$ cat src/sv/rtdrs_pkg.sv
package rtdrs_pkg;

    localparam logic [11:0] SCREEN_WIDTH_RST  = 12'd800;
    localparam logic [11:0] SCREEN_HEIGHT_RST = 12'd480;
    localparam logic [10:0] CHUNK_RST         = 11'd1024;
    localparam logic [10:0] CHUNK_MIN         = 11'd2;
    localparam logic [10:0] CHUNK_MAX         = 11'd1024;

    // register index, taken from paddr[3:2]
    localparam logic [1:0] REG_SCREEN_WIDTH  = 2'd0;
    localparam logic [1:0] REG_SCREEN_HEIGHT = 2'd1;
    localparam logic [1:0] REG_CHUNK_BYTES   = 2'd2;
    localparam logic [1:0] REG_SOURCE_BASE   = 2'd3;

    typedef enum logic [2:0] {
        ST_IDLE,
        ST_SETUP,
        ST_OFFS,
        ST_ADDR,
        ST_EMIT,
        ST_STATUS
    } state_t;

    // clipped span along one axis
    typedef struct packed {
        logic        nonempty;
        logic [11:0] lo;
        logic [11:0] span;
    } clip_t;

endpackage

$ cat src/sv/rtdrs_clip.sv
module rtdrs_clip
    import rtdrs_pkg::*;
(
    input  logic [15:0] pos,
    input  logic [15:0] size,
    input  logic [11:0] limit,
    output clip_t       clip
);

    logic signed [16:0] end_s;
    logic signed [16:0] hi_s;
    logic signed [16:0] lo_s;
    logic signed [16:0] diff_s;
    logic        [14:0] lo_u;

    always_comb
    begin
        // full-width signed math, no 16-bit wrap
        end_s  = $signed({pos[15], pos}) + $signed({size[15], size});
        lo_u   = pos[15] ? 15'd0 : pos[14:0];
        lo_s   = $signed({2'b00, lo_u});
        hi_s   = (end_s > $signed({5'b00000, limit})) ? $signed({5'b00000, limit}) : end_s;
        diff_s = hi_s - lo_s;
        clip.nonempty = hi_s > lo_s;
        clip.lo       = lo_u[11:0];
        clip.span     = diff_s[11:0];
    end

endmodule

$ cat src/sv/rect_to_dma_row_segments.sv
// Accept, then setup in SETUP (clip, row offset multiply), OFFS (offset add) and
// ADDR (source add), then one copy-job word per cycle while the output is not
// stalled. A full queue with chunks left ends the rectangle with status set in
// its status word; an empty rectangle goes straight to the status word.
// The next rectangle is taken once the status word is loaded.
// Reset clears control state and loads the config registers with their defaults.
module rect_to_dma_row_segments
    import rtdrs_pkg::*;
#(
    parameter int QUEUE_DEPTH = 32
)
(
    input  logic        clk,
    input  logic        rst_n,

    input  logic        s_tvalid,
    output logic        s_tready,
    // [15:0] rect_x, [31:16] rect_y, [47:32] rect_w, [63:48] rect_h,
    // [69:64] free_slots, [71:70] zero
    input  logic [71:0] s_tdata,

    output logic        m_tvalid,
    input  logic        m_tready,
    // [31:0] src_address, [56:32] dest_offset, [67:57] job_length,
    // [68] status, [71:69] zero
    output logic [71:0] m_tdata,
    // [0] job_valid
    output logic [0:0]  m_tuser,
    output logic        m_tlast,

    input  logic        psel,
    input  logic        penable,
    input  logic        pwrite,
    input  logic [3:0]  paddr,
    input  logic [31:0] pwdata,
    output logic [31:0] prdata,
    output logic        pready
);

    localparam int SW = $clog2(QUEUE_DEPTH + 1);

    // configuration
    logic [11:0] sw_reg;
    logic [11:0] sh_reg;
    logic [10:0] chunk_cfg_reg;
    logic [31:0] base_reg;
    logic        cfg_wr;

    // sequencer
    state_t      state_reg, state_next;
    logic [15:0] in_x_reg, in_x_next;
    logic [15:0] in_y_reg, in_y_next;
    logic [15:0] in_w_reg, in_w_next;
    logic [15:0] in_h_reg, in_h_next;
    logic [5:0]  in_slots_reg, in_slots_next;
    logic [10:0] chunk_reg, chunk_next;
    logic [SW-1:0] slots_left_reg, slots_left_next;
    logic [11:0] rows_left_reg, rows_left_next;
    logic [12:0] row_bytes_reg, row_bytes_next;
    logic [12:0] rem_reg, rem_next;
    logic [23:0] prod_reg, prod_next;
    logic [11:0] lo_x_reg, lo_x_next;
    logic [12:0] stride_reg, stride_next;
    logic [24:0] row_start_reg, row_start_next;
    logic [31:0] src_row_reg, src_row_next;
    logic [24:0] pos_reg, pos_next;
    logic [31:0] src_reg, src_next;
    logic        status_reg, status_next;

    // output word
    logic        out_valid_reg, out_valid_next;
    logic        out_job_reg, out_job_next;
    logic [31:0] out_src_reg, out_src_next;
    logic [24:0] out_dest_reg, out_dest_next;
    logic [10:0] out_len_reg, out_len_next;
    logic        out_status_reg, out_status_next;
    logic        out_last_reg, out_last_next;

    clip_t       clip_x;
    clip_t       clip_y;
    logic        out_free;
    logic [10:0] chunk_clamped;
    logic [10:0] len;
    logic [24:0] pos_row;
    logic [31:0] src_rowstep;

    rtdrs_clip u_clip_x (
        .pos   (in_x_reg),
        .size  (in_w_reg),
        .limit (sw_reg),
        .clip  (clip_x)
    );

    rtdrs_clip u_clip_y (
        .pos   (in_y_reg),
        .size  (in_h_reg),
        .limit (sh_reg),
        .clip  (clip_y)
    );

    // ---------------- configuration port ----------------
    assign pready = 1'b1;
    assign cfg_wr = psel & penable & pwrite & pready;

    always_ff @(posedge clk or negedge rst_n)
    begin
        if (!rst_n)
        begin
            sw_reg        <= SCREEN_WIDTH_RST;
            sh_reg        <= SCREEN_HEIGHT_RST;
            chunk_cfg_reg <= CHUNK_RST;
            base_reg      <= 32'd0;
        end
        else if (cfg_wr)
        begin
            unique case (paddr[3:2])
                REG_SCREEN_WIDTH:  sw_reg        <= pwdata[11:0];
                REG_SCREEN_HEIGHT: sh_reg        <= pwdata[11:0];
                REG_CHUNK_BYTES:   chunk_cfg_reg <= pwdata[10:0];
                REG_SOURCE_BASE:   base_reg      <= pwdata;
                default:           ;
            endcase
        end
    end

    always_comb
    begin
        unique case (paddr[3:2])
            REG_SCREEN_WIDTH:  prdata = {20'd0, sw_reg};
            REG_SCREEN_HEIGHT: prdata = {20'd0, sh_reg};
            REG_CHUNK_BYTES:   prdata = {21'd0, chunk_cfg_reg};
            REG_SOURCE_BASE:   prdata = base_reg;
            default:           prdata = 32'd0;
        endcase
    end

    // ---------------- sequencer ----------------
    assign s_tready = (state_reg == ST_IDLE);
    assign out_free = !out_valid_reg || m_tready;

    always_comb
    begin
        if (chunk_cfg_reg < CHUNK_MIN)
            chunk_clamped = CHUNK_MIN;
        else if (chunk_cfg_reg > CHUNK_MAX)
            chunk_clamped = CHUNK_MAX;
        else
            chunk_clamped = chunk_cfg_reg;
    end

    assign len         = (rem_reg > {2'b00, chunk_reg}) ? chunk_reg : rem_reg[10:0];
    assign pos_row     = row_start_reg + {12'd0, stride_reg};
    assign src_rowstep = src_row_reg + {19'd0, stride_reg};

    always_ff @(posedge clk or negedge rst_n)
    begin
        if (!rst_n)
        begin
            state_reg     <= ST_IDLE;
            out_valid_reg <= 1'b0;
        end
        else
        begin
            state_reg     <= state_next;
            out_valid_reg <= out_valid_next;
        end
    end

    always_ff @(posedge clk)
    begin
        in_x_reg       <= in_x_next;
        in_y_reg       <= in_y_next;
        in_w_reg       <= in_w_next;
        in_h_reg       <= in_h_next;
        in_slots_reg   <= in_slots_next;
        chunk_reg      <= chunk_next;
        slots_left_reg <= slots_left_next;
        rows_left_reg  <= rows_left_next;
        row_bytes_reg  <= row_bytes_next;
        rem_reg        <= rem_next;
        prod_reg       <= prod_next;
        lo_x_reg       <= lo_x_next;
        stride_reg     <= stride_next;
        row_start_reg  <= row_start_next;
        src_row_reg    <= src_row_next;
        pos_reg        <= pos_next;
        src_reg        <= src_next;
        status_reg     <= status_next;
        out_job_reg    <= out_job_next;
        out_src_reg    <= out_src_next;
        out_dest_reg   <= out_dest_next;
        out_len_reg    <= out_len_next;
        out_status_reg <= out_status_next;
        out_last_reg   <= out_last_next;
    end

    always_comb
    begin
        state_next      = state_reg;
        in_x_next       = in_x_reg;
        in_y_next       = in_y_reg;
        in_w_next       = in_w_reg;
        in_h_next       = in_h_reg;
        in_slots_next   = in_slots_reg;
        chunk_next      = chunk_reg;
        slots_left_next = slots_left_reg;
        rows_left_next  = rows_left_reg;
        row_bytes_next  = row_bytes_reg;
        rem_next        = rem_reg;
        prod_next       = prod_reg;
        lo_x_next       = lo_x_reg;
        stride_next     = stride_reg;
        row_start_next  = row_start_reg;
        src_row_next    = src_row_reg;
        pos_next        = pos_reg;
        src_next        = src_reg;
        status_next     = status_reg;

        out_valid_next  = out_valid_reg && !m_tready;
        out_job_next    = out_job_reg;
        out_src_next    = out_src_reg;
        out_dest_next   = out_dest_reg;
        out_len_next    = out_len_reg;
        out_status_next = out_status_reg;
        out_last_next   = out_last_reg;

        unique case (state_reg)
            ST_IDLE:
            begin
                if (s_tvalid)
                begin
                    in_x_next     = s_tdata[15:0];
                    in_y_next     = s_tdata[31:16];
                    in_w_next     = s_tdata[47:32];
                    in_h_next     = s_tdata[63:48];
                    in_slots_next = s_tdata[69:64];
                    state_next    = ST_SETUP;
                end
            end

            ST_SETUP:
            begin
                status_next    = 1'b0;
                chunk_next     = chunk_clamped;
                if (int'(in_slots_reg) > QUEUE_DEPTH)
                    slots_left_next = SW'(QUEUE_DEPTH);
                else
                    slots_left_next = SW'(in_slots_reg);
                rows_left_next = clip_y.span;
                row_bytes_next = {clip_x.span, 1'b0};
                rem_next       = {clip_x.span, 1'b0};
                lo_x_next      = clip_x.lo;
                stride_next    = {sw_reg, 1'b0};
                prod_next      = {12'd0, clip_y.lo} * {12'd0, sw_reg};
                if (clip_x.nonempty && clip_y.nonempty)
                    state_next = ST_OFFS;
                else
                    state_next = ST_STATUS;
            end

            ST_OFFS:
            begin
                row_start_next = {prod_reg + {12'd0, lo_x_reg}, 1'b0};
                pos_next       = {prod_reg + {12'd0, lo_x_reg}, 1'b0};
                state_next     = ST_ADDR;
            end

            ST_ADDR:
            begin
                src_row_next = base_reg + {7'd0, row_start_reg};
                src_next     = base_reg + {7'd0, row_start_reg};
                state_next   = ST_EMIT;
            end

            ST_EMIT:
            begin
                if (out_free)
                begin
                    if (slots_left_reg == '0)
                    begin
                        // chunks left but no queue room
                        status_next = 1'b1;
                        state_next  = ST_STATUS;
                    end
                    else
                    begin
                        out_valid_next  = 1'b1;
                        out_job_next    = 1'b1;
                        out_src_next    = src_reg;
                        out_dest_next   = pos_reg;
                        out_len_next    = len;
                        out_status_next = 1'b0;
                        out_last_next   = 1'b0;
                        slots_left_next = slots_left_reg - SW'(1);
                        if (rem_reg == {2'b00, len})
                        begin
                            if (rows_left_reg == 12'd1)
                                state_next = ST_STATUS;
                            rows_left_next = rows_left_reg - 12'd1;
                            rem_next       = row_bytes_reg;
                            row_start_next = pos_row;
                            pos_next       = pos_row;
                            src_row_next   = src_rowstep;
                            src_next       = src_rowstep;
                        end
                        else
                        begin
                            rem_next = rem_reg - {2'b00, len};
                            pos_next = pos_reg + {14'd0, len};
                            src_next = src_reg + {21'd0, len};
                        end
                    end
                end
            end

            ST_STATUS:
            begin
                if (out_free)
                begin
                    out_valid_next  = 1'b1;
                    out_job_next    = 1'b0;
                    out_src_next    = 32'd0;
                    out_dest_next   = 25'd0;
                    out_len_next    = 11'd0;
                    out_status_next = status_reg;
                    out_last_next   = 1'b1;
                    state_next      = ST_IDLE;
                end
            end

            default:
            begin
                state_next = ST_IDLE;
            end
        endcase
    end

    assign m_tvalid = out_valid_reg;
    assign m_tdata  = {3'd0, out_status_reg, out_len_reg, out_dest_reg, out_src_reg};
    assign m_tuser  = out_job_reg;
    assign m_tlast  = out_last_reg;

    // ---------------- checks ----------------
    a_job_not_last: assert property (@(posedge clk) disable iff (!rst_n)
        (m_tvalid && m_tuser[0]) |-> (!m_tlast && !m_tdata[68]))
        else $error("job word flagged as last or with status");

    a_job_len: assert property (@(posedge clk) disable iff (!rst_n)
        (m_tvalid && m_tuser[0]) |-> (m_tdata[67:57] != 11'd0 && m_tdata[67:57] <= chunk_reg))
        else $error("job length zero or above chunk size");

    a_slot_room: assert property (@(posedge clk) disable iff (!rst_n)
        (state_reg == ST_EMIT && out_free && slots_left_reg != '0) |=>
        (out_valid_reg && out_job_reg))
        else $error("job not loaded while slots remain");

    a_busy_after_accept: assert property (@(posedge clk) disable iff (!rst_n)
        (s_tvalid && s_tready) |=> !s_tready)
        else $error("second rectangle taken during processing");

endmodule
$ cat config.mk
export PLATFORM = sky130hd
export DESIGN_NAME = rect_to_dma_row_segments
export DESIGN_NICKNAME = d
export VERILOG_FILES = /design/src/sv/rtdrs_pkg.sv /design/src/sv/rtdrs_clip.sv /design/src/sv/rect_to_dma_row_segments.sv
export SDC_FILE = /design/constraint.sdc
export NUM_CORES = 1
export LEC_CHECK = 0
export BUFFER_PORTS_ARGS = -buffer_cell sky130_fd_sc_hd__buf_2
export CORE_ASPECT_RATIO = 1.75
export CORE_MARGIN = 4
export CORE_UTILIZATION = 50
export DETAILED_ROUTE_END_ITERATION = 10
export PLACE_DENSITY = 0.68
export SLEW_MARGIN = 0
export SYNTH_ARGS = -nofsm -noshare
export SYNTH_HDL_FRONTEND = slang
export SYNTH_SLANG_ARGS = --single-unit
$ cat constraint.sdc
create_clock -name clk -period 11.7 [get_ports clk]
set_input_delay 0.585 -clock clk [delete_from_list [all_inputs] [get_ports clk]]
set_output_delay 0.585 -clock clk [all_outputs]
set_load 0.02 [all_outputs]
==> flow_metrics.py <==
metrics = {
    "status": {
        "status": "finished clean",
    },
    "clock_tree": {
        "cts_tree": "yes",
        "cts_buffers": 42,
        "insertion_delay_ns": 0.58,
        "cts_resized": 0,
        "htreeDepth": 2,
        "cts_hold_buffers": 0,
        "cts.clk_slew.worst_paths_ns": 0.06,
        "cts_setup_buffers": 0,
        "clk_path_buf_depth": 3,
        "clock_sinks": 428,
        "cts_root_buffer": "clkbuf_16",
    },
    "critical_path": {
        "cp_num_buf_inv": 3,
        "crit_path_start_kind": "flop",
        "crit_path_top_delay_cell": "nor2b_1",
        "worstPathArrival_ns": 7.17,
        "crit_path_cell_trace": "nor2b_1 -> inv_1 -> nor2_1 -> fa_1 -> fa_1 -> fa_1 -> inv_1 -> fa_1 -> inv_1 -> fa_1 -> ha_1 -> a21o_1 -> a21oi_1 -> nor2b_1 -> a311o_1 -> a211oi_1 -> o31ai_1 -> a21oi_1 -> xnor2_1",
        "cpMostUsedCell": "fa_1",
        "critPathTopFamily": "adder cells",
        "crit_path_end_kind": "flop",
        "crit_required_ns": 12.01,
        "max_stage_delay_ns": 0.88,
        "worstSetupPathType": "flop to flop",
        "cp_max_fo": 16,
    },
    "timing": {
        "rsz0062_at_grt": "false",
        "setup_viol": 0,
        "slew_headroom_pct": 20.9,
        "timing.final.crit_share_pct": 58.7,
        "worstMarginPinSlew_ns": 1.19,
        "fmax_mhz": 146,
        "layout_min_cycle_time_ns": 6.86,
        "clock_skew_ns": 0.0239,
        "timing.setup.tns_ns": 0,
        "hold_viol": 0,
        "drv_slew": 0,
    },
    "detailed_routing": {
        "drtAntennaViolNets": 0,
        "viasPerCell": 5.90,
        "drt_wl_total_mm": 93.6,
        "dr.pass1.iters": 8,
        "drc_errors": 0,
        "route.vias.total": 24400,
        "drt_iter0_drc": 1524,
        "routedWlPerCell_um": 22.6,
    },
    "global_routing": {
        "antenna_found_initial": 2,
        "grt_usage_pct": 27.3,
        "overflow": 0,
        "grt_pass1_vias": 25200,
        "grt_max_degree": 72,
        "grt_first_pass_wirelength_mm": 142,
    },
    "yosys": {
        "synth_cells": 3112,
        "synth.distinct_cells": 78,
        "yosys_register_bits": 428,
        "ys_async_sr_fraction_pct": 16.6,
        "ys_seq_area_share_pct": 39.8,
        "synthFlopType": "edfxtp_1",
        "ys_warn_count": 0,
        "synth-edff-count": 357,
        "syn_area_mm2": 0.0315,
        "avgSynthCellArea_um2": 10.1,
    },
    "die": {
        "core-area_mm2": 0.0622,
        "rows": 121,
        "ios": 224,
        "die_area_mm2": 0.0671,
        "die_w_um": 198,
        "chipHeight_um": 340,
        "start_util_pct": 50.5,
    },
    "hold_path": {
        "hold_class": "input port to asynchronous set/reset pin",
    },
    "power_and_ir_drop": {
        "leakage_nw": 14.7,
        "powerDensity_mw_per_mm2": 341,
        "ir_drop_mv": 0.234,
        "finalPower_mw": 11.9,
    },
    "layout": {
        "synthToLayoutAreaGrowth_pct": 10.6,
        "final_nets": 3782,
        "stdcell_count": 4134,
        "drive_gt1_share_pct": 12.9,
    },
    "placed_design": {
        "port_buffers": 215,
        "gp_congestion": 0.952,
        "place_inst": 4054,
        "dp_hpwl_mm": 75.2,
    },
    "job": {
        "max-cap-violations": 0,
    },
}
## layer usage
layer | track usage, % | vias up | share of wire, %
met1 | 29.2 | 11900 | 35
met2 | 50.4 | 787 | 53
met4 | 17.5 | 2 | 7.8
li1 | - | 11500 | -
met3 | 2.94 | 275 | 4.3
met5 | 0 | - | 0.014
## logic make-up after synthesis
group	synth area share (%)
AND/OR/NAND/NOR	15.7
AO/OA/AOI/OAI	12.6
flip-flops	39.8
adder cells (fa/ha/maj)	17.2
buffers and inverters	4.33
XOR/XNOR	5.60
multiplexers	4.71
other	0.0239
## power breakdown
part           switching, mW  internal [mW]  total (mW)
Clock                  0.605          0.739        1.34
Combinational           4.45           2.88        7.33
Sequential             0.462           2.73        3.19
## placed cells by master (no fill, tap or decap), types with 56 or more instances in the layout
cell type  Yosys  layout
edfxtp_1     357     357
buf_2          0     214
mux2_2        64      64
ha_1         256     256
xor2_1        85      85
and2_1        90      88
fa_1         111     111
inv_1        241     239
nand3_1       74      74
a21o_1        56      56
o21ai_0      158     158
nand2_1      312     312
nor2_1       202     200
dfrtp_1       63      63
xnor2_1      116     116
a21oi_1      177     175
## cell usage after synthesis, types with 7 or more instances
cell / instances / share of area [%]
edfxtp_1: 357 / 34
nand2_1: 312 / 3.7
ha_1: 256 / 10
inv_1: 241 / 2.9
nor2_1: 202 / 2.4
a21oi_1: 177 / 2.8
o21ai_0: 158 / 2.5
xnor2_1: 116 / 3.2
fa_1: 111 / 7.1
and2_1: 90 / 1.8
clkbuf_1: 87 / 1.0
xor2_1: 85 / 2.4
nand3_1: 74 / 1.2
mux2_2: 64 / 2.3
dfrtp_1: 63 / 5.0
a21o_1: 56 / 1.3
nor3_1: 54 / 0.86
and3_1: 52 / 1.0
nor2b_1: 52 / 1.0
nand2b_1: 43 / 0.86
a211oi_1: 38 / 0.91
o21a_1: 35 / 0.84
mux2i_1: 32 / 1.0
nand4_1: 32 / 0.64
or3_1: 24 / 0.48
o211ai_1: 23 / 0.55
o21bai_1: 23 / 0.55
a31oi_1: 21 / 0.42
nor4_1: 20 / 0.40
buf_1: 17 / 0.20
mux2_1: 17 / 0.61
mux4_2: 11 / 0.79
o221ai_1: 11 / 0.31
nor3b_1: 10 / 0.24
o31ai_1: 10 / 0.24
nand3b_1: 9 / 0.21
nor4b_1: 9 / 0.25
o2111ai_1: 9 / 0.25
a21boi_0: 8 / 0.19
dfstp_2: 8 / 0.67
or4_1: 8 / 0.19
and4_1: 7 / 0.19
## path summary, 6_finish.rpt
kind / end / cells after the start / from / slack (ns)
worst max register to register: prod_reg[23] / 19 / in_y_reg[15] / 4.84
worst min register to register: stride_reg[5] / 0 / sw_reg[4] / 0.52
worst max-delay path: prod_reg[23] / 19 / in_y_reg[15] / 4.84
worst min-delay path: m_tvalid / 1 / rst_n / 0.14
max in group asynchronous: base_reg[27] / 1 / rst_n / 10.79
min in group clk: in_w_reg[2] / 1 / s_tdata[34] / 0.17
## through the flow
stage / cell area [um^2] / util [%] / hold slack [ns] / setup slack (ns)
4_1_cts: 34800 / 55.9 / 0.134 / 4.73
2_1_floorplan: 31500 / - / 0.289 / 5.72
5_1_grt: 34800 / 55.9 / 0.147 / 4.43
3_5_place_dp: 33400 / 53.7 / 0.491 / 4.80
3_3_place_gp: 33400 / 53.7 / 0.480 / 4.89
6_report: 34800 / 55.9 / 0.145 / 4.84
## final cells by class
cell class | count | area (um^2)
fill | 5447 | 27400
multi-input combinational | 2331 | 17700
sequential | 428 | 12500
timing repair buffer | 253 | 1370
clock buffer | 56 | 1180
tap | 799 | 1000
inverter | 244 | 916
clock inverter | 21 | 148
antenna | 2 | 5.00
(Power assumes the default switching activity.)
